**src/design/range_gated_point_centroid_assert.svh**
```systemverilog
// ----------------------------------------------------------------------------
// range_gated_point_centroid_assert.svh
// assertion macros used by the range gated centroid controller
// ----------------------------------------------------------------------------
`ifndef RANGE_GATED_POINT_CENTROID_ASSERT_SVH
`define RANGE_GATED_POINT_CENTROID_ASSERT_SVH

// same-cycle implication, checked on every rising edge outside reset
`define RGPC_ASSERT_IMPL(label, clk, rst, ante, cons) \
  label: assert property (@(posedge clk) disable iff (rst) (ante) |-> (cons)) \
    else $error("rgpc: same-cycle check failed");

// next-cycle implication, checked on every rising edge outside reset
`define RGPC_ASSERT_NEXT(label, clk, rst, ante, cons) \
  label: assert property (@(posedge clk) disable iff (rst) (ante) |=> (cons)) \
    else $error("rgpc: next-cycle check failed");

`endif

```
**src/design/rgpc_pkg.sv**
```systemverilog
// ----------------------------------------------------------------------------
// rgpc_pkg
// types, widths and constants of the range gated point centroid
// ----------------------------------------------------------------------------
package rgpc_pkg;

  // field widths
  localparam int COORD_W   = 20;
  localparam int LIMIT_W   = 19;
  localparam int OFFSET_W  = 15;
  localparam int CFG_IDX_W = 2;
  localparam int CFG_DATA_W = LIMIT_W;

  // default frame capacity
  localparam int MAX_POINTS_DEF = 524288;

  // register reset values
  localparam logic [LIMIT_W-1:0]         NEAR_RESET     = LIMIT_W'(10000);
  localparam logic [LIMIT_W-1:0]         FAR_RESET      = LIMIT_W'(11000);
  localparam logic signed [OFFSET_W-1:0] OFFSET_X_RESET = OFFSET_W'(140);
  localparam logic signed [OFFSET_W-1:0] OFFSET_Y_RESET = OFFSET_W'(79);

  // start value of the running minimum depth (10 m)
  localparam logic signed [COORD_W-1:0] LEAST_Z_START = COORD_W'(100000);

  // output clamp limits
  localparam int OUT_MAX     = 2 ** (COORD_W - 1) - 1;
  localparam int OUT_MIN     = -(2 ** (COORD_W - 1));
  localparam int CNT_OUT_MAX = 2 ** COORD_W - 1;

  // configuration register indexes
  typedef enum logic [CFG_IDX_W-1:0] {
    REG_NEAR_LIMIT = 2'd0,
    REG_FAR_LIMIT  = 2'd1,
    REG_OFFSET_X   = 2'd2,
    REG_OFFSET_Y   = 2'd3
  } rgpc_reg_t;

  // controller to datapath commands
  typedef struct packed {
    logic load;
    logic accumulate;
    logic frame_clear;
    logic div_start;
    logic div_step;
    logic out_load;
  } rgpc_cmd_t;

  // datapath to controller status
  typedef struct packed {
    logic last;
    logic count_zero;
  } rgpc_status_t;

endpackage

```
**src/design/rgpc_ctrl.sv**
```systemverilog
// ----------------------------------------------------------------------------
// rgpc_ctrl
// sequencer for point intake, frame close, division and result hand-off
// ----------------------------------------------------------------------------
`include "range_gated_point_centroid_assert.svh"

module rgpc_ctrl #(
  parameter int MAX_POINTS = rgpc_pkg::MAX_POINTS_DEF
) (
  input  logic                   clk,
  input  logic                   rst,
  input  logic                   in_valid,
  output logic                   in_ready,
  output logic                   out_valid,
  input  logic                   out_ready,
  input  rgpc_pkg::rgpc_status_t status,
  output rgpc_pkg::rgpc_cmd_t    cmd
);
  import rgpc_pkg::*;

  localparam int CNT_W = $clog2(MAX_POINTS + 1);
  localparam int ACC_W = COORD_W + CNT_W;
  localparam int CYC_W = $clog2(ACC_W);

  typedef enum logic [2:0] {
    S_IDLE,
    S_ACC,
    S_FIN,
    S_DIV,
    S_EMIT
  } state_t;

  state_t           state;
  logic [CYC_W-1:0] div_cnt;
  logic             in_acc;
  logic             out_free;

  // intake is open while idle and while a non-final point accumulates
  always_comb begin
    in_ready = !rst && ((state == S_IDLE) || ((state == S_ACC) && !status.last));
    in_acc   = in_valid && in_ready;
    out_free = !out_valid || out_ready;
  end

  // datapath commands
  always_comb begin
    cmd.load        = in_acc;
    cmd.accumulate  = (state == S_ACC);
    cmd.frame_clear = (state == S_FIN);
    cmd.div_start   = (state == S_FIN) && !status.count_zero;
    cmd.div_step    = (state == S_DIV);
    cmd.out_load    = (state == S_EMIT) && out_free;
  end

  // state, step counter and result valid
  always_ff @(posedge clk) begin
    if (rst) begin
      state     <= S_IDLE;
      div_cnt   <= '0;
      out_valid <= 1'b0;
    end else begin
      if (cmd.out_load) begin
        out_valid <= 1'b1;
      end else if (out_ready) begin
        out_valid <= 1'b0;
      end
      unique case (state)
        S_IDLE: begin
          if (in_acc) begin
            state <= S_ACC;
          end
        end
        S_ACC: begin
          if (status.last) begin
            state <= S_FIN;
          end else if (!in_acc) begin
            state <= S_IDLE;
          end
        end
        S_FIN: begin
          if (status.count_zero) begin
            state <= S_IDLE;
          end else begin
            state   <= S_DIV;
            div_cnt <= CYC_W'(ACC_W - 1);
          end
        end
        S_DIV: begin
          if (div_cnt == '0) begin
            state <= S_EMIT;
          end else begin
            div_cnt <= div_cnt - CYC_W'(1);
          end
        end
        S_EMIT: begin
          if (out_free) begin
            state <= S_IDLE;
          end
        end
        default: state <= S_IDLE;
      endcase
    end
  end

  // an accepted point is always gated in the following cycle
  `RGPC_ASSERT_NEXT(a_accept_gates, clk, rst, in_acc, state == S_ACC)
  // a frame with kept points always goes on to division
  `RGPC_ASSERT_NEXT(a_fin_divides, clk, rst, (state == S_FIN) && !status.count_zero, state == S_DIV)
  // the last division step hands over to the result stage
  `RGPC_ASSERT_NEXT(a_div_ends, clk, rst, (state == S_DIV) && (div_cnt == '0), state == S_EMIT)
  // a pending result holds off the next one until it is taken
  `RGPC_ASSERT_NEXT(a_emit_waits, clk, rst, (state == S_EMIT) && out_valid && !out_ready, state == S_EMIT)

endmodule

```
**config.mk**
```make
export PLATFORM = sky130hd
export DESIGN_NAME = rgpc_ctrl
export DESIGN_NICKNAME = d
export VERILOG_FILES = /design/src/design/rgpc_pkg.sv /design/src/design/rgpc_ctrl.sv
export VERILOG_INCLUDE_DIRS = /design/src /design/src/design
export SDC_FILE = /design/constraint.sdc
export NUM_CORES = 1
export LEC_CHECK = 0
export BUFFER_PORTS_ARGS = -buffer_cell sky130_fd_sc_hd__buf_4
export CORE_MARGIN = 2
export CORE_UTILIZATION = 45
export DETAILED_ROUTE_END_ITERATION = 10
export GPL_ROUTABILITY_DRIVEN = 1
export PLACE_DENSITY = 0.78
export SKIP_LAST_GASP = 1
export SYNTH_ARGS = -nofsm -noshare
export SYNTH_HDL_FRONTEND = slang
export SYNTH_SLANG_ARGS = --single-unit
```
**constraint.sdc**
```tcl
create_clock -name clk -period 1.6 [get_ports clk]
set_clock_uncertainty 0.15 [all_clocks]
set_input_delay 0.08 -clock clk [delete_from_list [all_inputs] [get_ports clk]]
set_output_delay 0.08 -clock clk [all_outputs]
set_load 0.005 [all_outputs]
```
==> impl_metrics.ini, run 1 <==
[global_route]
grt_pass1_wl_mm = 2.28
grt_overflow = 0
grt_max_degree = 12
grt_pass1_vias = 542
grt_usage_pct = 22.4
antenna_found_initial = 0

[yosys]
synth_top_cell_by_area = dfxtp_1
synth_edf_count = 0
synthDistinctLibCells = 33
syn-num-nets = 77
ys_top_cells_by_count = dfxtp_1, a21oi_1, nor2_1
yosysSeqAreaShare_pct = 33.1
netlist_instances = 69
synth_ff_type = dfxtp_1
ys_seq_elements = 10
synthArstFlopShare_pct = 0
yosys_warnings = 0
synthTopCellsByArea = dfxtp_1, a21oi_1, nor2_1
yosysTopAreaCellShare_pct = 33.1
synth_area_um2 = 606
yosysMostFrequentCell = dfxtp_1
syn_avg_cell_area_um2 = 8.78

[pwr]
leakagePower_nw = 0.435
p_per_area_nw_per_um2 = 550
max-vdd-ir-drop_mv = 0.365
power_w = 0.000543

[place]
portBuffers = 13
hpwlAfterDp_mm = 1.05
gp_congestion = 0.834
pre_cts_ws_ns = -0.0933

[routing]
dr.pass1.iters = 3
drc = 0
ant_nets = 0
routed_wl_mm = 1.67
wl_per_cell_um = 14.9
num_vias = 617
dr.first_iter.drc_count = 2
via_per_inst = 5.51

[floorplanning]
die-area_um2 = 1660
fp.dieW_um = 40.7
ios = 14
dieHeight_um = 40.7
start_util_pct = 47.1
core-area_um2 = 1280
rows = 13

[clock_network]
cts_num_sinks = 10
clk_latency_ns = 0.28
path_clk_slew_ns = 0.07
cts_tree = yes
htreeDepth = 1
numCtsBuffers = 3
clock_path_buffers = 2
cts_root_buf = clkbuf_4

[layout]
final_net_count = 107
n_antenna_cell = 0
drive_gt1_share_pct = 60.8
syn_to_final_growth_pct = 63.2

[critical_path]
crit_path_top_delay_cell = a311oi_2
path_class = reg2reg
crit_required_ns = 1.65
path_buf_inv = 2
worstSetupEndpointType = flop
cpPeakStageDelay_ns = 0.37
crit_cells = 7
cp_top_family = compound AO/OA/AOI/OAI gates
start_kind = flop
cp.arrival_ns = 1.68
cp_cell_sequence = inv_2, ha_4, nor4b_4, a311oi_2, buf_4, nor2_4, a211oi_2
cp_max_fo = 5
r2r_cells = 7

[sta]
tightest_slew_ns = 0.369
fmax_ghz = 0.612
final_max_slew_viol_count = 0
whs_ns = -0.0680
rsz0062_at_grt = true
post-route-min-period_ns = 1.63
relSlewSlack_pct = 75.3
finalWorstSetupSlack_ns = -0.0349
setup_viol = 2
period_share_pct = 102
hold_violations = 8

[outcome]
violations = hold timing, setup timing
outcome = finished with violations

[min_path]
hold_depth = 2
hold_path_class = in2reg

[flow_run]
max_cap_violations = 0
metrics by stage:
step           hold slack, ns  area (µm²)  util [%]  TNS (ns)  cells
6_report              -0.0680         988      76.9   -0.0557    112
5_1_grt               -0.0678         988      76.9    -0.392    112
4_1_cts                -0.111         893      69.5    -0.235    110
3_5_place_dp            0.196         766      59.6    -0.190    101
3_3_place_gp            0.192         766      59.6         0    101
2_1_floorplan          0.0705         613         -         0     69
path summary, 6_finish.rpt:
kind | slack [ns] | startpoint | to
setup / recovery | -0.03 | div_cnt[1] | div_cnt[0]
hold / removal | -0.07 | rst | out_valid
setup reg to reg | -0.03 | div_cnt[1] | div_cnt[0]
hold reg to reg | 0.38 | div_cnt[0] | div_cnt[0]
registers in the layout, summed over array words and instances, names as in the netlist:
signal     cells
div_cnt        6
state          3
out_valid      1
cell type report:
class	instances	area [µm²]
multi-input combinational	50	474
sequential	10	211
timing repair buffer	28	236
tap	15	18.8
fill	87	297
inverter	6	25.0
clock buffer	3	22.5
timing repair:
item,CTS,global route
endpoints found under the hold margin,8,8
setup endpoints to repair,10,12
resized for setup,14,19
pin swaps,8,9
setup buffers,7,1
power breakdown:
| part | switching (W) | total, W | internal, W | leakage [nW] |
|---|---|---|---|---|
| Sequential | 0.00000712 | 0.000259 | 0.000252 | 0.0838 |
| Combinational | 0.0000473 | 0.000108 | 0.0000610 | 0.337 |
| Clock | 0.0000891 | 0.000176 | 0.0000871 | 0.0138 |
| Total | 0.000144 | 0.000543 | 0.000400 | 0.435 |
cells by family after synthesis:
| logic type | count (synthesis) | synth area share, % |
|---|---|---|
| AND/OR/NAND/NOR | 29 | 33.3 |
| AO/OA/AOI/OAI | 16 | 18.8 |
| flip-flops | 10 | 33.1 |
| buffers and inverters | 9 | 6.40 |
| XOR/XNOR | 3 | 4.34 |
| adder cells (fa/ha/maj) | 2 | 4.13 |
worst register-to-register path: cells and delay by family (launching register included):
kind            cells  cell delay, ns
compound gates      2            0.50
flops               1            0.35
buf+inv             2            0.25
simple gates        2            0.17
fa+ha+maj           1            0.14
placed cells by master, fill, tap and decap left out, types with 2 or more instances in the layout:
cell	count
buf_4	23
nor2_1	6
a21oi_1	5
dfxtp_1	5
inv_1	3
xnor2_1	3
clkbuf_4	3
dfxtp_2	3
buf_6	3
nand2b_1	2
nor2b_1	2
inv_2	2
nor3_1	2
nand2_1	2
a21oi_2	2
dfxtp_4	2
per-layer routing:
| layer | vias up | GRT usage, % | part of all wire (%) |
|---|---|---|---|
| met3 | 3 | 9.78 | 6.2 |
| met5 | - | 0 | 0 |
| met1 | 291 | 21.5 | 38 |
| li1 | 305 | - | - |
| met2 | 18 | 40.9 | 55 |
| met4 | 0 | 10.0 | 1.0 |
Power figures use the tool's default switching activity.
==> inputs of run 2 (changes only) <==
- CORE_AREA: not set -> 2 2 39 41
- CORE_MARGIN: 2 -> not set
- CORE_UTILIZATION: 45 -> not set
- DIE_AREA: not set -> 0 0 41 43
- PLACE_DENSITY: 0.78 -> 0.76
- TNS_END_PERCENT: not set -> 50
- clock period: 1.6 -> 1.77 ns (I/O delays scaled with it)
==> impl_metrics.ini, run 2 (synthesis results as in run 1) <==
[layout]
n_antenna_cell = 0
layout_commonest_cell = buf_4
final_cell_mix = buf_4, dfxtp_1, nor2_1, a21oi_1, inv_1
largest-register = div_cnt
largest_reg_flops = 6
final_net_count = 98
final_core_util_pct = 57.1
drive_gt1_share_pct = 31.8
stdcell_area_um2 = 791
n_fill_cell = 142
seq_area_um2 = 203
top_regs = div_cnt x6, state x3, out_valid x1
multiInputGateArea_um2 = 373
final_cells = 104
syn_to_final_growth_pct = 30.6

[place]
pre_cts_ws_ns = -0.00711
placed_area_um2 = 729
gp_congestion = 0.780
place_inst = 98
portBuffers = 13
hpwlAfterDp_um = 947

[global_route]
grt_use_met3_pct = 4.71
grt_pass1_vias = 495
grt_util_met2_pct = 27.8
antenna_found_initial = 0
global_route.usage.met1_pct = 19.9
grt.busiest_layer = met2
grt_overflow = 0
grt_pass1_wl_mm = 2.03
grt_usage_pct = 17.2
grt_max_degree = 11

[critical_path]
r2r-start = div_cnt[0]
start_kind = flop
cp_cell_sequence = a2111oi_0, and2_1, buf_4
crit_path_top_delay_cell = a2111oi_0
crit_required_ns = 1.53
cpPeakStageDelay_ns = 0.50
crit_path_end = cmd[5]
cp_max_fo = 10
worstSetupEndpointType = output pin
crit_cells = 3
path_buf_inv = 1
cp.arrival_ns = 1.48
path_class = reg2out
r2r-end = state[1]
rrSetupSlack_ns = 0.09
crit_start = state[0]
r2r_cells = 6
cp_top_family = compound AO/OA/AOI/OAI gates

[routing]
drc = 0
via_per_inst = 5.35
dr.pass1.iters = 3
num_vias = 556
ant_nets = 0
routed_wl_mm = 1.29
wl_per_cell_um = 12.4
dr.first_iter.drc_count = 5

[min_path]
hold_depth = 3
hold_path_class = in2reg

[floorplanning]
ios = 14
start_util_pct = 43.8
die-area_um2 = 1760
rows = 14
fp.dieW_um = 41
dieHeight_um = 43
core-area_um2 = 1380

[flow_run]
max_cap_violations = 0

[sta]
setup_viol = 0
fmax_ghz = 0.581
relSlewSlack_pct = 67.0
period_share_pct = 97.2
final_max_slew_viol_count = 0
setup-tns-final_ns = 0
post-route-min-period_ns = 1.72
tightest_slew_ns = 0.483
hold_violations = 0
finalWorstSetupSlack_ns = 0.0493
rsz0062_at_grt = true

[clock_network]
post_cts_buffers = 0
path_clk_slew_ns = 0.06
cts_num_sinks = 10
numCtsBuffers = 3
clk_latency_ns = 0.26
clock_path_buffers = 2
cts_tree = yes
cts_root_buf = clkbuf_4
htreeDepth = 1

[outcome]
outcome = finished clean

[pwr]
leakagePower_nw = 0.353
max-vdd-ir-drop_mv = 0.314
p_per_area_nw_per_um2 = 572
run 2: cell types whose count changed in the layout (fill, tap and decap cells not counted), moves of 2 or more:
cell and delta:
buf_4 -7, buf_6 -3, dfxtp_1 +3, a21oi_1 +2, a21oi_2 -2, dfxtp_4 -2, dlygate4sd3_1 +2, inv_1 +2
inv_2 -2
run 2: tightest hold or removal path: stages:
cell	delay, ns
buf_4	0.08
or3_1	0.16
a21oi_1	0.08
run 2: report_power, final:
group	internal (W)	switching, W
sequential	0.000229	0.00000760
clock	0.0000784	0.0000738
combinational	0.0000361	0.0000272
total	0.000344	0.000109
run 2: final cells by class:
class | count | share of cell area, %
Multi-Input combinational cell | 50 | 47.2
Tap cell | 16 | 2.53
Inverter | 6 | 2.85
Clock buffer | 3 | 2.85
Timing Repair Buffer | 19 | 19.0
Sequential cell | 10 | 25.6
run 2: worst min-delay path by stage:
stage,from,end,slack (ns)
6_report,status[0],div_cnt[5],0.05
5_1_grt,status[1],state[1],0.04
4_1_cts,status[0],div_cnt[5],0.03
3_5_place_dp,rst,div_cnt[5],0.21
3_3_place_gp,rst,state[1],0.20
2_1_floorplan,in_valid,state[0],0.08
run 2: timing repair:
action,4_1_cts,5_1_grt
gates resized for setup,1,2
hold buffers,3,0
endpoints found under the setup margin,1,5
pin swaps,0,1
endpoints found under the hold margin,8,0
run 2: per-layer routing:
| layer | wire (µm) | vias to the layer above |
|---|---|---|
| met3 | 63 | 2 |
| met2 | 631 | 15 |
| met4 | 16 | 0 |
| met5 | 0 | - |
| met1 | 583 | 254 |
| li1 | - | 285 |
run 2: per-stage QoR:
stage                     power [W]  hold slack (ns)
after floorplan            0.000274           0.0790
after global placement     0.000297            0.201
after detailed placement   0.000298            0.206
after CTS                  0.000456           0.0333
after global routing       0.000477           0.0436
final                      0.000452           0.0452
==> inputs of run 3 (changes only) <==
- CORE_AREA: 2 2 39 41 -> 3 3 40 42
- DIE_AREA: 0 0 41 43 -> 0 0 43 45
==> impl_metrics.ini, run 3 (synthesis results as in run 1) <==
[routing]
ant_nets = 0
dr.pass1.iters = 4
drc = 0
wl_per_cell_um = 13.0
dr.first_iter.drc_count = 5
via_per_inst = 5.61
num_vias = 567
routed_wl_mm = 1.32

[critical_path]
crit_required_ns = 1.53
cpPeakStageDelay_ns = 0.49
crit_path_top_delay_cell = dfxtp_1
worstSetupEndpointType = output pin
r2r-end = state[0]
r2r_cells = 7
path_class = reg2out
cp_cell_sequence = nand2b_1, or3_1, clkinv_1, buf_4
r2r-start = div_cnt[1]
cp_top_family = simple AND/OR/NAND/NOR gates
rrSetupSlack_ns = 0.09
crit_start = state[1]
start_kind = flop
cp_max_fo = 7
path_buf_inv = 2
cp.arrival_ns = 1.51

[layout]
largest_reg_flops = 6
layout_commonest_cell = buf_4
n_antenna_cell = 0
largest-register = div_cnt
final_cell_mix = buf_4, dfxtp_1, nor2_1, a21oi_1, inv_1
final_net_count = 96
n_fill_cell = 117
syn_to_final_growth_pct = 27.5
final_core_util_pct = 60.1
final_cells = 101
drive_gt1_share_pct = 33.7
top_regs = div_cnt x6, state x3, out_valid x1

[clock_network]
clk_latency_ns = 0.27
cts_root_buf = clkbuf_4
numCtsBuffers = 3
cts_tree = yes
clock_path_buffers = 2
cts_num_sinks = 10
path_clk_slew_ns = 0.06
htreeDepth = 1

[floorplanning]
dieHeight_um = 45
die-area_um2 = 1940
fp.dieW_um = 43
core-area_um2 = 1280
ios = 14
rows = 13
start_util_pct = 47.1

[pwr]
pwr-share-seq_pct = 52.0
power.internal_w = 0.000342
max-vdd-ir-drop_mv = 0.400
comb_power_share_pct = 13.4
leakagePower_nw = 0.348
p_clk_share_pct = 34.7
netSwitchingFraction_pct = 25.0
p_per_area_nw_per_um2 = 590
p_sw_w = 0.000114

[min_path]
hold_depth = 2
hp-start = rst
hold_path_class = in2reg
worst_hold_path.endpoint = state[1]

[global_route]
grt_overflow = 0
antenna_found_initial = 0
grt_pass1_vias = 509
grt_max_degree = 12
grt_pass1_wl_mm = 2.13
grt_usage_pct = 14.7

[sta]
setup_viol = 0
whs_ns = -0.0836
period_share_pct = 98.8
final_max_slew_viol_count = 0
relSlewSlack_pct = 73.6
hold_violations = 8
rsz0062_at_grt = true
fmax_ghz = 0.572
tightest_slew_ns = 0.396
setup-tns-final_ns = 0
post-route-min-period_ns = 1.75
finalWorstSetupSlack_ns = 0.0214

[place]
place_inst = 96
portBuffers = 13
hpwlAfterDp_um = 952
gp_congestion = 0.832
pre_cts_ws_ns = -0.0123

[outcome]
violations = hold timing
outcome = finished with violations

[flow_run]
max_cap_violations = 0
-- run 3: how the worst max path moves through the flow --
stage,to,slack (ns),cells after the start
floorplan,state[1],0.03,6
global placement,state[1],0.05,6
detailed placement,state[1],-0.01,6
CTS,state[0],0.005,7
global route,cmd[5],-0.05,3
finish,cmd[2],0.02,4
-- run 3: cell type report --
type                            count  area, µm²  area share, %
Clock buffer                        3       22.5           2.92
Inverter                            6       22.5           2.92
Multi-Input combinational cell     50        379           49.1
Sequential cell                    10        201           26.1
Tap cell                           15       18.8           2.43
Timing Repair Buffer               17        128           16.5
-- run 3: power groups by stage --
stage / clock (W) / combinational, W / sequential [W]
after floorplan: 0 / 0.0000369 / 0.000237
after global placement: 0 / 0.0000549 / 0.000241
after detailed placement: 0 / 0.0000552 / 0.000241
after CTS: 0.000156 / 0.0000566 / 0.000236
after global routing: 0.000167 / 0.0000675 / 0.000238
final: 0.000158 / 0.0000609 / 0.000237
-- run 3: what timing repair did --
action                                  CTS  global route
resized for setup                         1             4
hold endpoints to repair                  8             8
endpoints found under the setup margin    1             7
buffers inserted                          0             2
pin swaps                                 0             1
-- run 3: metrics by stage --
stage	hold WS (ns)	power, W	area [µm²]
floorplan	0.0790	0.000274	606
global placement	0.200	0.000296	721
detailed placement	0.205	0.000297	721
CTS	-0.0748	0.000449	749
global route	-0.0648	0.000472	772
finish	-0.0836	0.000456	772
-- run 3: layer usage --
layer	track usage, %	vias to the layer above	share of wire, %
li1	-	284	-
met3	3.98	5	5.5
met4	9.04	0	2.2
met2	24.6	14	50
met1	16.8	264	42
met5	0	-	0
